## src/urm_pkg.sv

```systemverilog
`default_nettype none

package urm_pkg;

    // Operation codes carried on the request channel
    typedef enum logic [2:0] {
        FUNC_RD_DATA   = 3'd0,
        FUNC_RD_STATUS = 3'd1,
        FUNC_WR_DATA   = 3'd2,
        FUNC_WR_CTRL   = 3'd3,
        FUNC_RX_BYTE   = 3'd4,
        FUNC_TICK      = 3'd5
    } urm_func_t;

    // Control port setup sequence
    typedef enum logic [1:0] {
        PH_MODE  = 2'd0,
        PH_SYNC1 = 2'd1,
        PH_SYNC2 = 2'd2,
        PH_CMD   = 2'd3
    } urm_phase_t;

    localparam int TICK_W = 10;

    // Status bit positions
    localparam int STS_TX_READY = 0;
    localparam int STS_RX_READY = 1;
    localparam int STS_TX_EMPTY = 2;
    localparam int ST_OE      = 4;
    localparam logic [7:0] ST_ERR_MASK = 8'h38;
    localparam logic [7:0] ST_RESET    = 8'h05;

    // Command bit positions
    localparam int CM_TXEN   = 0;
    localparam int CM_DTR    = 1;
    localparam int CM_RXE    = 2;
    localparam int CM_RSTERR = 4;
    localparam int CM_RTS    = 5;
    localparam int CM_IRESET = 6;

    typedef struct packed {
        urm_func_t  func;
        logic [7:0] wdata;
        logic       dsr_in;
    } urm_req_t;

    typedef struct packed {
        logic [7:0] rdata;
        logic       tx_valid;
        logic [7:0] tx_byte;
        logic       rx_ready_line;
        logic       rts_out;
        logic       dtr_out;
        logic       line_change;
        logic [3:0] data_bits;
        logic [2:0] stop_code;
        logic [1:0] parity_kind;
    } urm_result_t;

    // Stop setting in half bits: invalid, one, one and a half, two
    function automatic logic [2:0] urm_stop_code(input logic [7:0] mode);
        logic [2:0] code;
        case (mode[7:6])
            2'd0:    code = 3'd0;
            2'd1:    code = 3'd2;
            2'd2:    code = 3'd3;
            default: code = 3'd4;
        endcase
        return code;
    endfunction

    function automatic logic [1:0] urm_parity_kind(input logic [7:0] mode);
        return mode[4] ? (mode[5] ? 2'd2 : 2'd1) : 2'd0;
    endfunction

    function automatic logic [3:0] urm_data_bits(input logic [7:0] mode);
        return 4'd5 + {2'b00, mode[3:2]};
    endfunction

    // Character length in reference ticks; the rate factor is a shift
    function automatic logic [TICK_W-1:0] urm_char_ticks(input logic [7:0] mode);
        logic [4:0]        halves;
        logic [TICK_W-1:0] ticks;
        halves = 5'd2 * (5'd1 + {1'b0, urm_data_bits(mode)} + {4'd0, mode[4]})
               + {2'b00, urm_stop_code(mode)};
        case (mode[1:0])
            2'd2:    ticks = {2'b00, halves, 3'b000};
            2'd3:    ticks = {halves, 5'b00000};
            default: ticks = {6'd0, halves[4:1]};
        endcase
        return ticks;
    endfunction

endpackage

`default_nettype wire

```

## src/urm_core.sv

```systemverilog
`default_nettype none

// Register state of the USART and the per-request update
module urm_core (
    input  wire                  aclk,
    input  wire                  aresetn,
    input  wire                  step,
    input  wire urm_pkg::urm_req_t req,
    output urm_pkg::urm_result_t res
);

    logic [7:0]                 status_reg, status_next;
    logic [7:0]                 command_reg, command_next;
    logic [7:0]                 mode_reg, mode_next;
    urm_pkg::urm_phase_t        phase_reg, phase_next;
    logic [urm_pkg::TICK_W-1:0] char_ticks_reg, char_ticks_next;
    logic [7:0]                 shift_reg, shift_next;
    logic [7:0]                 hold_reg, hold_next;
    logic [7:0]                 rx_buffer_reg, rx_buffer_next;
    logic [urm_pkg::TICK_W-1:0] countdown_reg, countdown_next;
    logic                       timer_on_reg, timer_on_next;
    logic                       rx_line_reg, rx_line_next;
    logic [urm_pkg::TICK_W-1:0] count_dec;

    // State registers
    always_ff @(posedge aclk) begin
        if (!aresetn) begin
            status_reg     <= urm_pkg::ST_RESET;
            command_reg    <= '0;
            mode_reg       <= '0;
            phase_reg      <= urm_pkg::PH_MODE;
            char_ticks_reg <= '0;
            shift_reg      <= '0;
            hold_reg       <= '0;
            rx_buffer_reg  <= '0;
            countdown_reg  <= '0;
            timer_on_reg   <= 1'b0;
            rx_line_reg    <= 1'b0;
        end else if (step) begin
            status_reg     <= status_next;
            command_reg    <= command_next;
            mode_reg       <= mode_next;
            phase_reg      <= phase_next;
            char_ticks_reg <= char_ticks_next;
            shift_reg      <= shift_next;
            hold_reg       <= hold_next;
            rx_buffer_reg  <= rx_buffer_next;
            countdown_reg  <= countdown_next;
            timer_on_reg   <= timer_on_next;
            rx_line_reg    <= rx_line_next;
        end
    end

    // Next state and result for the request in hand
    always_comb begin
        status_next     = status_reg;
        command_next    = command_reg;
        mode_next       = mode_reg;
        phase_next      = phase_reg;
        char_ticks_next = char_ticks_reg;
        shift_next      = shift_reg;
        hold_next       = hold_reg;
        rx_buffer_next  = rx_buffer_reg;
        countdown_next  = countdown_reg;
        timer_on_next   = timer_on_reg;
        rx_line_next    = rx_line_reg;
        count_dec       = (countdown_reg != '0) ? countdown_reg - 1'b1 : countdown_reg;
        res             = '0;

        case (req.func)
            urm_pkg::FUNC_RD_DATA: begin
                status_next[urm_pkg::STS_RX_READY] = 1'b0;
                rx_line_next = 1'b0;
                res.rdata    = rx_buffer_reg;
            end
            urm_pkg::FUNC_RD_STATUS: begin
                res.rdata = {status_reg[7] | req.dsr_in, status_reg[6:0]};
            end
            urm_pkg::FUNC_WR_DATA: begin
                if (command_reg[urm_pkg::CM_TXEN]) begin
                    if (status_reg[urm_pkg::STS_TX_EMPTY]) begin
                        status_next[urm_pkg::STS_TX_EMPTY] = 1'b0;
                        shift_next     = req.wdata;
                        countdown_next = char_ticks_reg;
                        timer_on_next  = 1'b1;
                    end else begin
                        hold_next = req.wdata;
                        status_next[urm_pkg::STS_TX_READY] = 1'b0;
                    end
                end
            end
            urm_pkg::FUNC_WR_CTRL: begin
                case (phase_reg)
                    urm_pkg::PH_MODE: begin
                        mode_next       = req.wdata;
                        char_ticks_next = urm_pkg::urm_char_ticks(req.wdata);
                        phase_next = (req.wdata[1:0] == 2'd0) ? urm_pkg::PH_SYNC1
                                                              : urm_pkg::PH_CMD;
                    end
                    // sync characters only steer the sequence here
                    urm_pkg::PH_SYNC1: begin
                        phase_next = mode_reg[7] ? urm_pkg::PH_CMD : urm_pkg::PH_SYNC2;
                    end
                    urm_pkg::PH_SYNC2: begin
                        phase_next = urm_pkg::PH_CMD;
                    end
                    default: begin
                        if (req.wdata[urm_pkg::CM_IRESET]) begin
                            phase_next = urm_pkg::PH_MODE;
                        end else begin
                            command_next = req.wdata;
                            if (!req.wdata[urm_pkg::CM_TXEN]) begin
                                timer_on_next = 1'b0;
                                status_next[urm_pkg::STS_TX_READY] = 1'b1;
                                status_next[urm_pkg::STS_TX_EMPTY] = 1'b1;
                            end
                            if (req.wdata[urm_pkg::CM_RSTERR]) begin
                                status_next = status_next & ~urm_pkg::ST_ERR_MASK;
                            end
                            // receive enable toggled
                            if (req.wdata[urm_pkg::CM_RXE] != command_reg[urm_pkg::CM_RXE]) begin
                                status_next = status_next & ~urm_pkg::ST_ERR_MASK;
                                if (!req.wdata[urm_pkg::CM_RXE]) begin
                                    status_next[urm_pkg::STS_RX_READY] = 1'b0;
                                end
                                res.line_change = 1'b1;
                            end
                        end
                    end
                endcase
            end
            urm_pkg::FUNC_RX_BYTE: begin
                if (status_reg[urm_pkg::STS_RX_READY]) begin
                    status_next[urm_pkg::ST_OE] = 1'b1;
                end else begin
                    rx_buffer_next = req.wdata;
                    status_next[urm_pkg::STS_RX_READY] = 1'b1;
                    rx_line_next = 1'b1;
                end
            end
            urm_pkg::FUNC_TICK: begin
                if (timer_on_reg) begin
                    countdown_next = count_dec;
                    if (count_dec == '0) begin
                        res.tx_valid  = 1'b1;
                        res.tx_byte   = shift_reg;
                        timer_on_next = 1'b0;
                        if (status_reg[urm_pkg::STS_TX_READY]) begin
                            status_next[urm_pkg::STS_TX_EMPTY] = 1'b1;
                        end else begin
                            // hold byte moves into the shifter
                            status_next[urm_pkg::STS_TX_READY] = 1'b1;
                            status_next[urm_pkg::STS_TX_EMPTY] = 1'b0;
                            shift_next     = hold_reg;
                            countdown_next = char_ticks_reg;
                            timer_on_next  = 1'b1;
                        end
                    end
                end
            end
            default: begin
            end
        endcase

        // Lines and mode fields reflect the state after the request
        res.rx_ready_line = rx_line_next;
        res.rts_out       = command_next[urm_pkg::CM_RTS];
        res.dtr_out       = command_next[urm_pkg::CM_DTR];
        res.data_bits     = urm_pkg::urm_data_bits(mode_next);
        res.stop_code     = urm_pkg::urm_stop_code(mode_next);
        res.parity_kind   = urm_pkg::urm_parity_kind(mode_next);
    end

endmodule

`default_nettype wire

```

## config.mk

```make
export PLATFORM = sky130hd
export DESIGN_NAME = urm_core
export DESIGN_NICKNAME = d
export VERILOG_FILES = /design/src/urm_pkg.sv /design/src/urm_core.sv
export SDC_FILE = /design/constraint.sdc
export NUM_CORES = 1
export LEC_CHECK = 0
export BUFFER_PORTS_ARGS = -buffer_cell sky130_fd_sc_hd__buf_4
export CAP_MARGIN = 20
export CORE_ASPECT_RATIO = 1.2
export CORE_MARGIN = 1.5
export CORE_UTILIZATION = 43
export CTS_BUF_LIST = sky130_fd_sc_hd__clkbuf_4 sky130_fd_sc_hd__clkbuf_8
export DETAILED_ROUTE_END_ITERATION = 8
export PLACE_DENSITY = 0.66
export SLEW_MARGIN = 0
export SYNTH_ARGS = -nofsm -noshare
export SYNTH_HDL_FRONTEND = slang
export SYNTH_SLANG_ARGS = --single-unit
```

## constraint.sdc

```tcl
create_clock -name aclk -period 6.7 [get_ports aclk]
set_input_delay 0.67 -clock aclk [delete_from_list [all_inputs] [get_ports aclk]]
set_output_delay 0.67 -clock aclk [all_outputs]
set_load 0.05 [all_outputs]
```

# Yosys cells after proc, flatten, opt, wreduce, memory -nomap -nowiden
# Index checks and enable logic that the tools add are counted.
# totals
input_bits	15
register_bits	70
output_inout_bits	30
wordCells	149
# classes
bitwise_logic	5
n_addsub	6
n_reduce_logical	27
muxes	68
eq_ne	25
# op_table
op	count
10-bit two-way mux	6
8-bit two-way mux	7
10-bit one-hot mux with 2 select lines	2
8-bit one-hot mux with 2 select lines	2
6-bit two-way mux	5
9-bit two-way mux	3
1-bit two-way mux	26
7-bit AND reduction	3
2-bit inequality test (second input constant)	10
3-bit one-hot mux with 3 select lines	2
1-bit one-hot mux with 3 select lines	4
4-bit AND reduction	3
2-bit equality test (second input constant)	5
10-bit zero test	1
5-bit two-way mux	2
5-bit AND reduction	2
10-bit nonzero test	1
10-bit by 1-bit subtractor with 10-bit output (second input constant)	1
3-bit AND reduction	3
3-bit by 2-bit adder with 4-bit output (first input constant)	2
2-bit zero test	4
2-bit two-way mux	4
8-bit AND reduction	1
2-bit by 1-bit equality test with 1-bit output (second input constant)	3
other kinds (19)	29

# Logic depth before layout (Yosys ltp)
# Gate-level depths: netlist (run 1).
# depth
depth_word	7
mapped_depth	11
ltp_nobuf	10

# Least setup slack after synthesis (run 1)
# OpenSTA, ideal clock, no wires.
# synth_path
path_type	input -> output
from	input port req[11] in the netlist's numbering
to	output port res[7] in the netlist's numbering
arrival_time_ns	3.364
cell_stages	8
t_required_ns	6.030
slack_ns	2.666
n_path_buf	1
path_cell_list	clkbuf_1 nand2b_1 nor2_1 nand2_1 mux2i_1 inv_1 ha_1 inv_1
# synth_rtl
item	line_no	rtl
start, declared	urm_core.sv:8	input wire urm_pkg::urm_req_t req,
end, declared	urm_core.sv:9	output urm_pkg::urm_result_t res

==> results of run 1 <==
-- cell families (layout without fill, tap and decap cells) --
| group | after synthesis | after routing | share of synthesized area |
|---|---|---|---|
| adder cells (fa/ha/maj) | 15 | 15 | 0.05365 |
| AND/OR/NAND/NOR | 190 | 190 | 0.2534 |
| buffers and inverters | 57 | 86 | 0.07152 |
| AO/OA/AOI/OAI | 99 | 99 | 0.1730 |
| XOR/XNOR | 5 | 5 | 0.01204 |
| flip-flops | 62 | 62 | 0.3411 |
| multiplexers | 34 | 34 | 0.09525 |
-- worst max-delay path, cell delays in order, from the launching register on --
cell and delay [ps]:
dfxtp_1 340, inv_1 120, ha_1 230, nor3b_2 510, nand3_1 360, mux2_2 370
and2_4 170, and3_2 240, and3_1 250, and2_1 190, buf_4 180
-- layout make-up --
cell class,instances,area (um2),share of cell area
clock inverter,7,97.59,0.02336
tap,114,142.6,0.03414
multi-input combinational,343,2137,0.5115
inverter,24,90.09,0.02156
sequential,62,1241,0.2971
timing repair buffer,46,345.3,0.08266
clock buffer,9,123.9,0.02965
-- how the worst max path moves through the flow --
stage	cells after the start	endpoint	start	slack [ps]
6_report	10	res[17]	countdown_reg[0]	2710
5_1_grt	9	res[17]	countdown_reg[0]	2460
4_1_cts	10	res[17]	countdown_reg[0]	2710
3_5_place_dp	10	res[17]	countdown_reg[0]	3110
3_3_place_gp	10	res[16]	countdown_reg[0]	3180
2_1_floorplan	8	res[7]	req[11]	2670
-- power groups by stage --
| stage | Clock [mW] | Combinational, mW | Sequential (mW) |
|---|---|---|---|
| finish | 0.371 | 0.108 | 0.377 |
| global route | 0.397 | 0.119 | 0.378 |
| CTS | 0.381 | 0.108 | 0.377 |
| detailed placement | 0 | 0.108 | 0.386 |
| global placement | 0 | 0.105 | 0.386 |
| floorplan | 0 | 0.0788 | 0.384 |
-- routing by layer --
metal  routed length [um]  part of all wire
met5                    0                 0
met4                  187             0.020
met3                  343             0.037
met2                 4592              0.50
met1                 4126              0.45
-- metrics by stage --
stage / cell area (um2) / hold WS (ps) / worst slack (ps)
floorplan: 3638 / 432.3 / 2666
global placement: 3956 / 444.7 / 3180
detailed placement: 3956 / 449.6 / 3111
CTS: 4178 / 460.2 / 2712
global route: 4178 / 485.7 / 2462
finish: 4178 / 462.4 / 2714
-- synthesized netlist by cell type, drive strengths merged (3+ instances only) --
| cell | number |
|---|---|
| clkbuf | 24 |
| or4 | 3 |
| buf | 8 |
| nand4 | 5 |
| a21oi | 44 |
| nand3 | 12 |
| ha | 14 |
| inv | 23 |
| nor2 | 54 |
| nor3 | 14 |
| xor2 | 3 |
| a211oi | 6 |
| dfxtp | 62 |
| nand2 | 64 |
| nand3b | 4 |
| a311oi | 6 |
| o211ai | 3 |
| mux2 | 5 |
| o21ai | 23 |
| and3 | 4 |
| mux2i | 29 |
| nor3b | 3 |
| nand2b | 3 |
| and2 | 14 |
-- layout by cell type, fill, tap and decap left out, drive strengths merged, types with 4 or more instances in the layout --
cell    Yosys  final
a211oi      6      6
nand4       5      5
clkbuf     24      9
nand3      12     12
nand3b      4      4
dfxtp      62     62
buf         8     46
and3        4      4
nand2      64     64
a311oi      6      6
ha         14     14
mux2        5      5
nor3       14     14
and2       14     14
nor2       54     54
a21oi      44     44
inv        23     24
o21ai      23     23
mux2i      29     29
==> impl_metrics.json, run 1 <==
{
  "status": "completed",
  "p_total_mw": 0.8565,
  "pin_count": 45,
  "grt_pass1_wl_um": 15390,
  "nFillCells": 806,
  "finalSetupViolCount": 0,
  "pwr-share-seq": 0.441,
  "firstDrtPassIters": 4,
  "max_freq_ghz": 0.2509,
  "dieWidth_um": 86.97,
  "portBuffers": 44,
  "synth_async_sr_flop_share": 0,
  "p_switching_mw": 0.2359,
  "maxSlewViolCount": 0,
  "reg2reg_depth": 10,
  "peakVddDrop_mv": 0.1161,
  "ys_ff_latch": 62,
  "synthFlopType": "dfxtp_1",
  "path_class": "flop to output port",
  "synth-seq-area-share": 0.3411,
  "post_drt_wl_per_cell_um": 15.29,
  "ys_warn_count": 0,
  "whs_path_depth": 2,
  "min_path_type": "flop to flop",
  "r2r-end": "countdown_reg[2]",
  "dp_cells": 589,
  "path_max_fanout": 10,
  "powerDensity_nw_per_um2": 205.0,
  "clock_sinks": 62,
  "via_count": 3305,
  "die_area_um2": 9024,
  "vias_per_cell": 5.463,
  "timing.slew.headroom": 0.4816,
  "cts_root_buffer": "clkbuf_8",
  "syn_avg_cell_area_um2": 7.876,
  "cts_hold_buf": 0,
  "cts_max_level": 3,
  "clock_latency_ps": 340,
  "arrival_ps": 3320,
  "grt_pass1_vias": 3153,
  "syn_area_um2": 3638,
  "cp.required_ps": 6030,
  "area_growth_pct": 14.82,
  "ctsLongestPathBuffers": 2,
  "rsz0062_at_grt": "false",
  "maxCapViolCount": 0,
  "synth.area.top_cells": "dfxtp_1 34%, mux2i_1 8.0%, nand2_1 6.6%, a21oi_1 5.8%, nor2_1 5.5%",
  "p_comb_frac": 0.126,
  "p_clk_frac": 0.434,
  "holdPathEnd": "command_reg[1]",
  "grt_antenna_before_repair": 0,
  "clock_skew_ps": 14.19,
  "synth_cells": 462,
  "use_met2": 0.3549,
  "synth.top_cell.area_share": 0.3411,
  "cts_tree": "yes",
  "synth_nets": 492,
  "drc": 0,
  "grt_usage": 0.2140,
  "rows": 36,
  "grt_max_degree": 41,
  "nNetsFinal": 516,
  "gr-total-overflow": 0,
  "layout-drive-gt1-share": 0.1690,
  "drt_iter0_markers": 224,
  "dp_hpwl_um": 6520,
  "period_share": 0.5949,
  "crit_path_end_kind": "output port",
  "cts_made_buffers": 9,
  "timing.rr.start": "countdown_reg[0]",
  "diodes": 0,
  "path_clk_slew_ps": 80,
  "ctsResizeCount": 0,
  "worst_pin_slew_ps": 775.5,
  "core_area_um2": 8153,
  "start_util": 0.4463,
  "gp_congestion": 0.8335,
  "finalHoldViolations": 0,
  "final_util": 0.5124,
  "yosysTopAreaCell": "dfxtp_1",
  "period_needed_ps": 3986,
  "postCtsSetupRepairBufs": 0,
  "synth_edf_count": 0,
  "synth_cell_types": 63,
  "fp.dieH_um": 103.8,
  "grt_use_met1": 0.2706,
  "fin_cells": 605,
  "p_leak_nw": 1.811,
  "intPower_mw": 0.6206,
  "rrSetupSlack_ps": 3540,
  "grtUsageMet3": 0.03665,
  "hp-start": "command_reg[1]",
  "ant_nets": 0,
  "crit_path_start_kind": "flop",
  "swShare": 0.2754,
  "final.setup.tns_ps": 0,
  "globalRoute.busiestLayer": "met2",
  "wirelength_um": 9249
}
(Power assumes the default switching activity.)
==> inputs of run 2 (changes only) <==
- PLACE_DENSITY: 0.66 -> 0.68
- clock period: 6.7 -> 3.5 ns (I/O delays scaled with it)
==> impl_metrics.json, run 2 (synthesis results as in run 1) <==
{
  "min_path_type": "input port to flop",
  "post_drt_wl_per_cell_um": 15.06,
  "grt_use_met1": 0.2541,
  "grt_usage": 0.2046,
  "clock_sinks": 62,
  "vias_per_cell": 5.402,
  "maxSlewViolCount": 0,
  "ctsLongestPathBuffers": 2,
  "final_util": 0.5153,
  "p_total_mw": 1.506,
  "use_met2": 0.3488,
  "portBuffers": 44,
  "period_share": 0.9786,
  "clock_skew_ps": 6.340,
  "reg2reg_depth": 8,
  "worst_pin_slew_ps": 794.7,
  "finalHoldViolations": 0,
  "maxCapViolCount": 0,
  "via_count": 3290,
  "clock_latency_ps": 340,
  "rows": 36,
  "max_freq_ghz": 0.2920,
  "path_max_fanout": 9,
  "fp.dieH_um": 103.8,
  "p_leak_nw": 1.830,
  "drt_iter0_markers": 222,
  "grt_max_degree": 29,
  "die_area_um2": 9024,
  "arrival_ps": 3080,
  "timing.slew.headroom": 0.4687,
  "ff_latch_area_um2": 1241,
  "crit_path_start_kind": "flop",
  "stdcell_area_um2": 4202,
  "nNetsFinal": 522,
  "final.setup.tns_ps": 0,
  "gr-total-overflow": 0,
  "area_growth_pct": 15.47,
  "hold_ws_ps": 269.4,
  "path_clk_slew_ps": 70,
  "layout-drive-gt1-share": 0.1818,
  "path_class": "flop to output port",
  "nFillCells": 792,
  "drc": 0,
  "powerDensity_nw_per_um2": 358.4,
  "gp_congestion": 0.8088,
  "place_area_um2": 3964,
  "final_cell_mix": "64 x nand2_1, 62 x dfxtp_1, 53 x nor2_1, 51 x buf_4, 42 x a21oi_1",
  "cts_made_buffers": 9,
  "final_common_cell": "nand2_1",
  "cts_root_buffer": "clkbuf_8",
  "ant_nets": 0,
  "start_util": 0.4463,
  "firstDrtPassIters": 5,
  "wirelength_um": 9174,
  "core_area_um2": 8153,
  "status": "completed",
  "grt_antenna_before_repair": 0,
  "dieWidth_um": 86.97,
  "grt_pass1_vias": 2975,
  "cp.required_ps": 3150,
  "diodes": 0,
  "finalSetupViolCount": 0,
  "grt_pass1_wl_um": 14580,
  "grtUsageMet3": 0.04382,
  "cts_max_level": 3,
  "crit_path_end_kind": "output port",
  "pin_count": 45,
  "dp_hpwl_um": 6377,
  "cts_tree": "yes",
  "whs_path_depth": 3,
  "peakVddDrop_mv": 0.3088,
  "multi_input_area_um2": 2167,
  "globalRoute.busiestLayer": "met2",
  "period_needed_ps": 3425
}
run 2: cell count changes in the layout (fill, tap and decap cells not counted), sizes merged:
cell,change
clkinvlp,-2
inv,-1
nor3b,+1
clkbuf,+4
bufinv,-2
clkinv,-1
buf,+5
run 2: worst paths after layout:
kind              slack [ps]               end             start
setup reg to reg         610  countdown_reg[2]  countdown_reg[2]
setup / recovery          70           res[19]  countdown_reg[2]
hold / removal           270       mode_reg[3]            req[4]
hold reg to reg          450       mode_reg[2]       mode_reg[2]
run 2: power by group:
part	internal, mW	switching [mW]
combinational	0.0722	0.135
sequential	0.715	0.00754
clock	0.314	0.262
total	1.10	0.405
run 2: critical path, cell delays in order, from the launching register on:
cell	delay, ps
dfxtp_1	410
or4_4	570
or4_4	440
a21oi_2	170
and4b_4	290
and3_2	220
and3_2	280
and2_1	160
buf_4	200
run 2: repair_timing:
| action | in CTS | in global routing |
|---|---|---|
| setup buffers | 0 | 4 |
| hold buffers | 0 | 0 |
| gates resized for setup | 2 | 2 |
| gates cloned | 0 | 1 |
| endpoints found under the setup margin | 9 | 8 |
run 2: per-layer routing:
metal,vias to the layer above,part of all wire
li1,1666,-
met1,1546,0.44
met2,72,0.51
met3,6,0.039
met4,0,0.0076
met5,-,0
run 2: metrics by stage:
stage	setup WS [ps]	cells
finish	74.79	609
global route	-2.835	609
CTS	19.58	604
detailed placement	254.7	590
global placement	304.1	590
floorplan	105.8	462
run 2: cell type report:
class,count,share of cell area
timing repair buffer,51,0.09113
tap,114,0.03395
clock inverter,1,0.001191
multi-input combinational,344,0.5158
inverter,24,0.02144
sequential,62,0.2954
clock buffer,13,0.04110
==> inputs of run 3 (changes only) <==
- ABC_AREA: not set -> 1
- SLEW_MARGIN: 0 -> not set
==> impl_metrics.json, run 3 <==
{
  "holdPathEnd": "hold_reg[7]",
  "finalHoldViolations": 0,
  "p_leak_nw": 1.927,
  "r2r-end": "shift_reg[0]",
  "postCtsSetupRepairBufs": 0,
  "path_buf_inv": 2,
  "period_share": 0.8270,
  "grt_antenna_before_repair": 0,
  "netlist_top_cells_count": "100 x nand2_1, 85 x inv_1, 62 x dfxtp_1",
  "cts_tree": "yes",
  "path_max_fanout": 10,
  "place_area_um2": 4024,
  "cp.required_ps": 3150,
  "cts_made_buffers": 9,
  "gp_congestion": 0.8882,
  "portBuffers": 44,
  "rsz0062_at_grt": "false",
  "reg2reg_depth": 14,
  "ant_nets": 0,
  "area_growth_pct": 18.25,
  "crit_slowest_cell": "nor4_1",
  "arrival_ps": 2540,
  "yosysTopAreaCell": "dfxtp_1",
  "synth_cells": 544,
  "cts_max_level": 3,
  "final_cell_mix": "100 x nand2_1, 85 x inv_1, 62 x dfxtp_1, 58 x o21ai_0, 57 x a21oi_1",
  "dp_hpwl_um": 6702,
  "clock_sinks": 62,
  "grt_max_degree": 33,
  "peakVddDrop_mv": 0.3595,
  "timing.slew.headroom": 0.6025,
  "gr-total-overflow": 0,
  "timing.rr.start": "countdown_reg[0]",
  "firstDrtPassIters": 4,
  "drc": 0,
  "syn_avg_cell_area_um2": 6.668,
  "diodes": 0,
  "wirelength_um": 9049,
  "finalSetupViolCount": 0,
  "powerDensity_nw_per_um2": 435.7,
  "synth_nets": 574,
  "ctsResizeCount": 0,
  "start_util": 0.4449,
  "synth.top_cell.area_share": 0.3422,
  "crit_chain": "inv_1 -> ha_1 -> nand2_1 -> nor2_2 -> nand3_4 -> nand2_2 -> nand2_1 -> nor4_1 -> nand4_2 -> nor2_1 -> buf_4",
  "final.setup.tns_ps": 0,
  "cts_hold_buf": 0,
  "maxSlewViolCount": 0,
  "core_area_um2": 8153,
  "max_freq_ghz": 0.3455,
  "layout-drive-gt1-share": 0.1613,
  "die_area_um2": 8997,
  "status": "completed",
  "period_needed_ps": 2894,
  "rows": 36,
  "synthFlopType": "dfxtp_1",
  "drt_iter0_markers": 153,
  "maxCapViolCount": 0,
  "synth.area.top_cells": "dfxtp_1 34%, nand2_1 10%, inv_1 8.8%, o21ai_0 8.0%, a21oi_1 7.9%",
  "cts_root_buffer": "clkbuf_8",
  "nFillCells": 836,
  "fp.dieH_um": 103.6,
  "pin_count": 45,
  "synth_cell_types": 39,
  "slowest_delay_ps": 320,
  "final_common_cell": "nand2_1",
  "rrSetupSlack_ps": 1320,
  "grt_usage": 0.2127,
  "min_path_type": "input port to flop",
  "cp_top_family": "simple AND/OR/NAND/NOR gates",
  "synthMostInstantiatedCell": "nand2_1",
  "grt_pass1_vias": 3354,
  "path_clk_slew_ps": 70,
  "nNetsFinal": 614,
  "ctsLongestPathBuffers": 2,
  "worst_pin_slew_ps": 594.5,
  "post_drt_wl_per_cell_um": 12.87,
  "crit_path_start_kind": "flop",
  "clock_skew_ps": 8.786,
  "whs_path_depth": 3,
  "synth-seq-area-share": 0.3422,
  "synth_async_sr_flop_share": 0,
  "vias_per_cell": 4.984,
  "crit_top_cell": "nand2_1",
  "clock_latency_ps": 350,
  "hp-start": "req[8]",
  "dieWidth_um": 86.84,
  "via_count": 3504,
  "syn_area_um2": 3627,
  "final_util": 0.5261,
  "grt_pass1_wl_um": 15110,
  "ys_warn_count": 0,
  "stdcell_area_um2": 4289,
  "path_class": "flop to output port",
  "ys_ff_latch": 62,
  "synth_edf_count": 0,
  "crit_path_end_kind": "output port"
}
run 3: cell types whose count changed in the layout (fill, tap and decap cells not counted), moves of 6 or more:
| cell | delta |
|---|---|
| mux2i_1 | -29 |
| inv_2 | +11 |
| buf_4 | -7 |
| a21oi_1 | +15 |
| nor2_2 | +6 |
| nand3_1 | +20 |
| nand2_1 | +36 |
| and2_1 | -13 |
| nor3_1 | -11 |
| inv_1 | +62 |
| o21ai_0 | +36 |
| a311oi_1 | -6 |
run 3: how the worst max path moves through the flow:
stage,startpoint,to,slack (ps),cells past startpoint
2_1_floorplan,phase_reg[0],res[7],90,9
3_3_place_gp,countdown_reg[0],res[15],1060,11
3_5_place_dp,countdown_reg[0],res[19],970,11
4_1_cts,countdown_reg[0],res[19],580,11
5_1_grt,countdown_reg[0],res[19],300,11
6_report,countdown_reg[0],res[20],610,11
run 3: layer usage:
metal	GRT usage	share of wire	vias up
met3	0.04223	0.034	25
li1	-	-	1835
met1	0.2459	0.44	1572
met5	0	0	-
met2	0.3577	0.48	72
met4	0.1210	0.045	0
run 3: tightest hold or removal path, delay by kind of cell:
family	cells	cell delay [ps]
buf+inv	1	140
simple gates	2	140
run 3: layout make-up:
cell class / count / area (um2) / area share
Tap cell: 114 / 142.6 / 0.03326
Clock buffer: 13 / 172.7 / 0.04026
Multi-Input combinational cell: 368 / 1937 / 0.4516
Timing Repair Buffer: 45 / 357.8 / 0.08343
Sequential cell: 62 / 1241 / 0.2894
Clock inverter: 3 / 65.06 / 0.01517
Inverter: 98 / 372.9 / 0.08693
run 3: logic make-up (layout without fill, tap and decap cells):
logic type,count (synthesis),after routing,synth area share
fa+ha+maj,15,15,0.05381
xor+xnor,5,5,0.01207
compound gates,135,135,0.1987
flops,62,62,0.3422
simple gates,213,213,0.2694
buf+inv,114,159,0.1238
run 3: through the flow:
stage / cells / power [mW] / hold slack (ps) / worst slack, ps
after floorplan: 544 / 1.038 / 424.5 / 86.05
after global placement: 686 / 1.118 / 432.9 / 1059
after detailed placement: 686 / 1.130 / 444.5 / 966.7
after CTS: 702 / 1.870 / 311.5 / 580.8
after global routing: 703 / 1.960 / 328.9 / 300.9
final: 703 / 1.869 / 309.6 / 605.5
run 3: power by group:
group | total (mW) | internal [mW] | switching (mW)
Clock | 0.750 | 0.466 | 0.283
Combinational | 0.377 | 0.122 | 0.254
Sequential | 0.742 | 0.728 | 0.0145
Total | 1.87 | 1.32 | 0.552
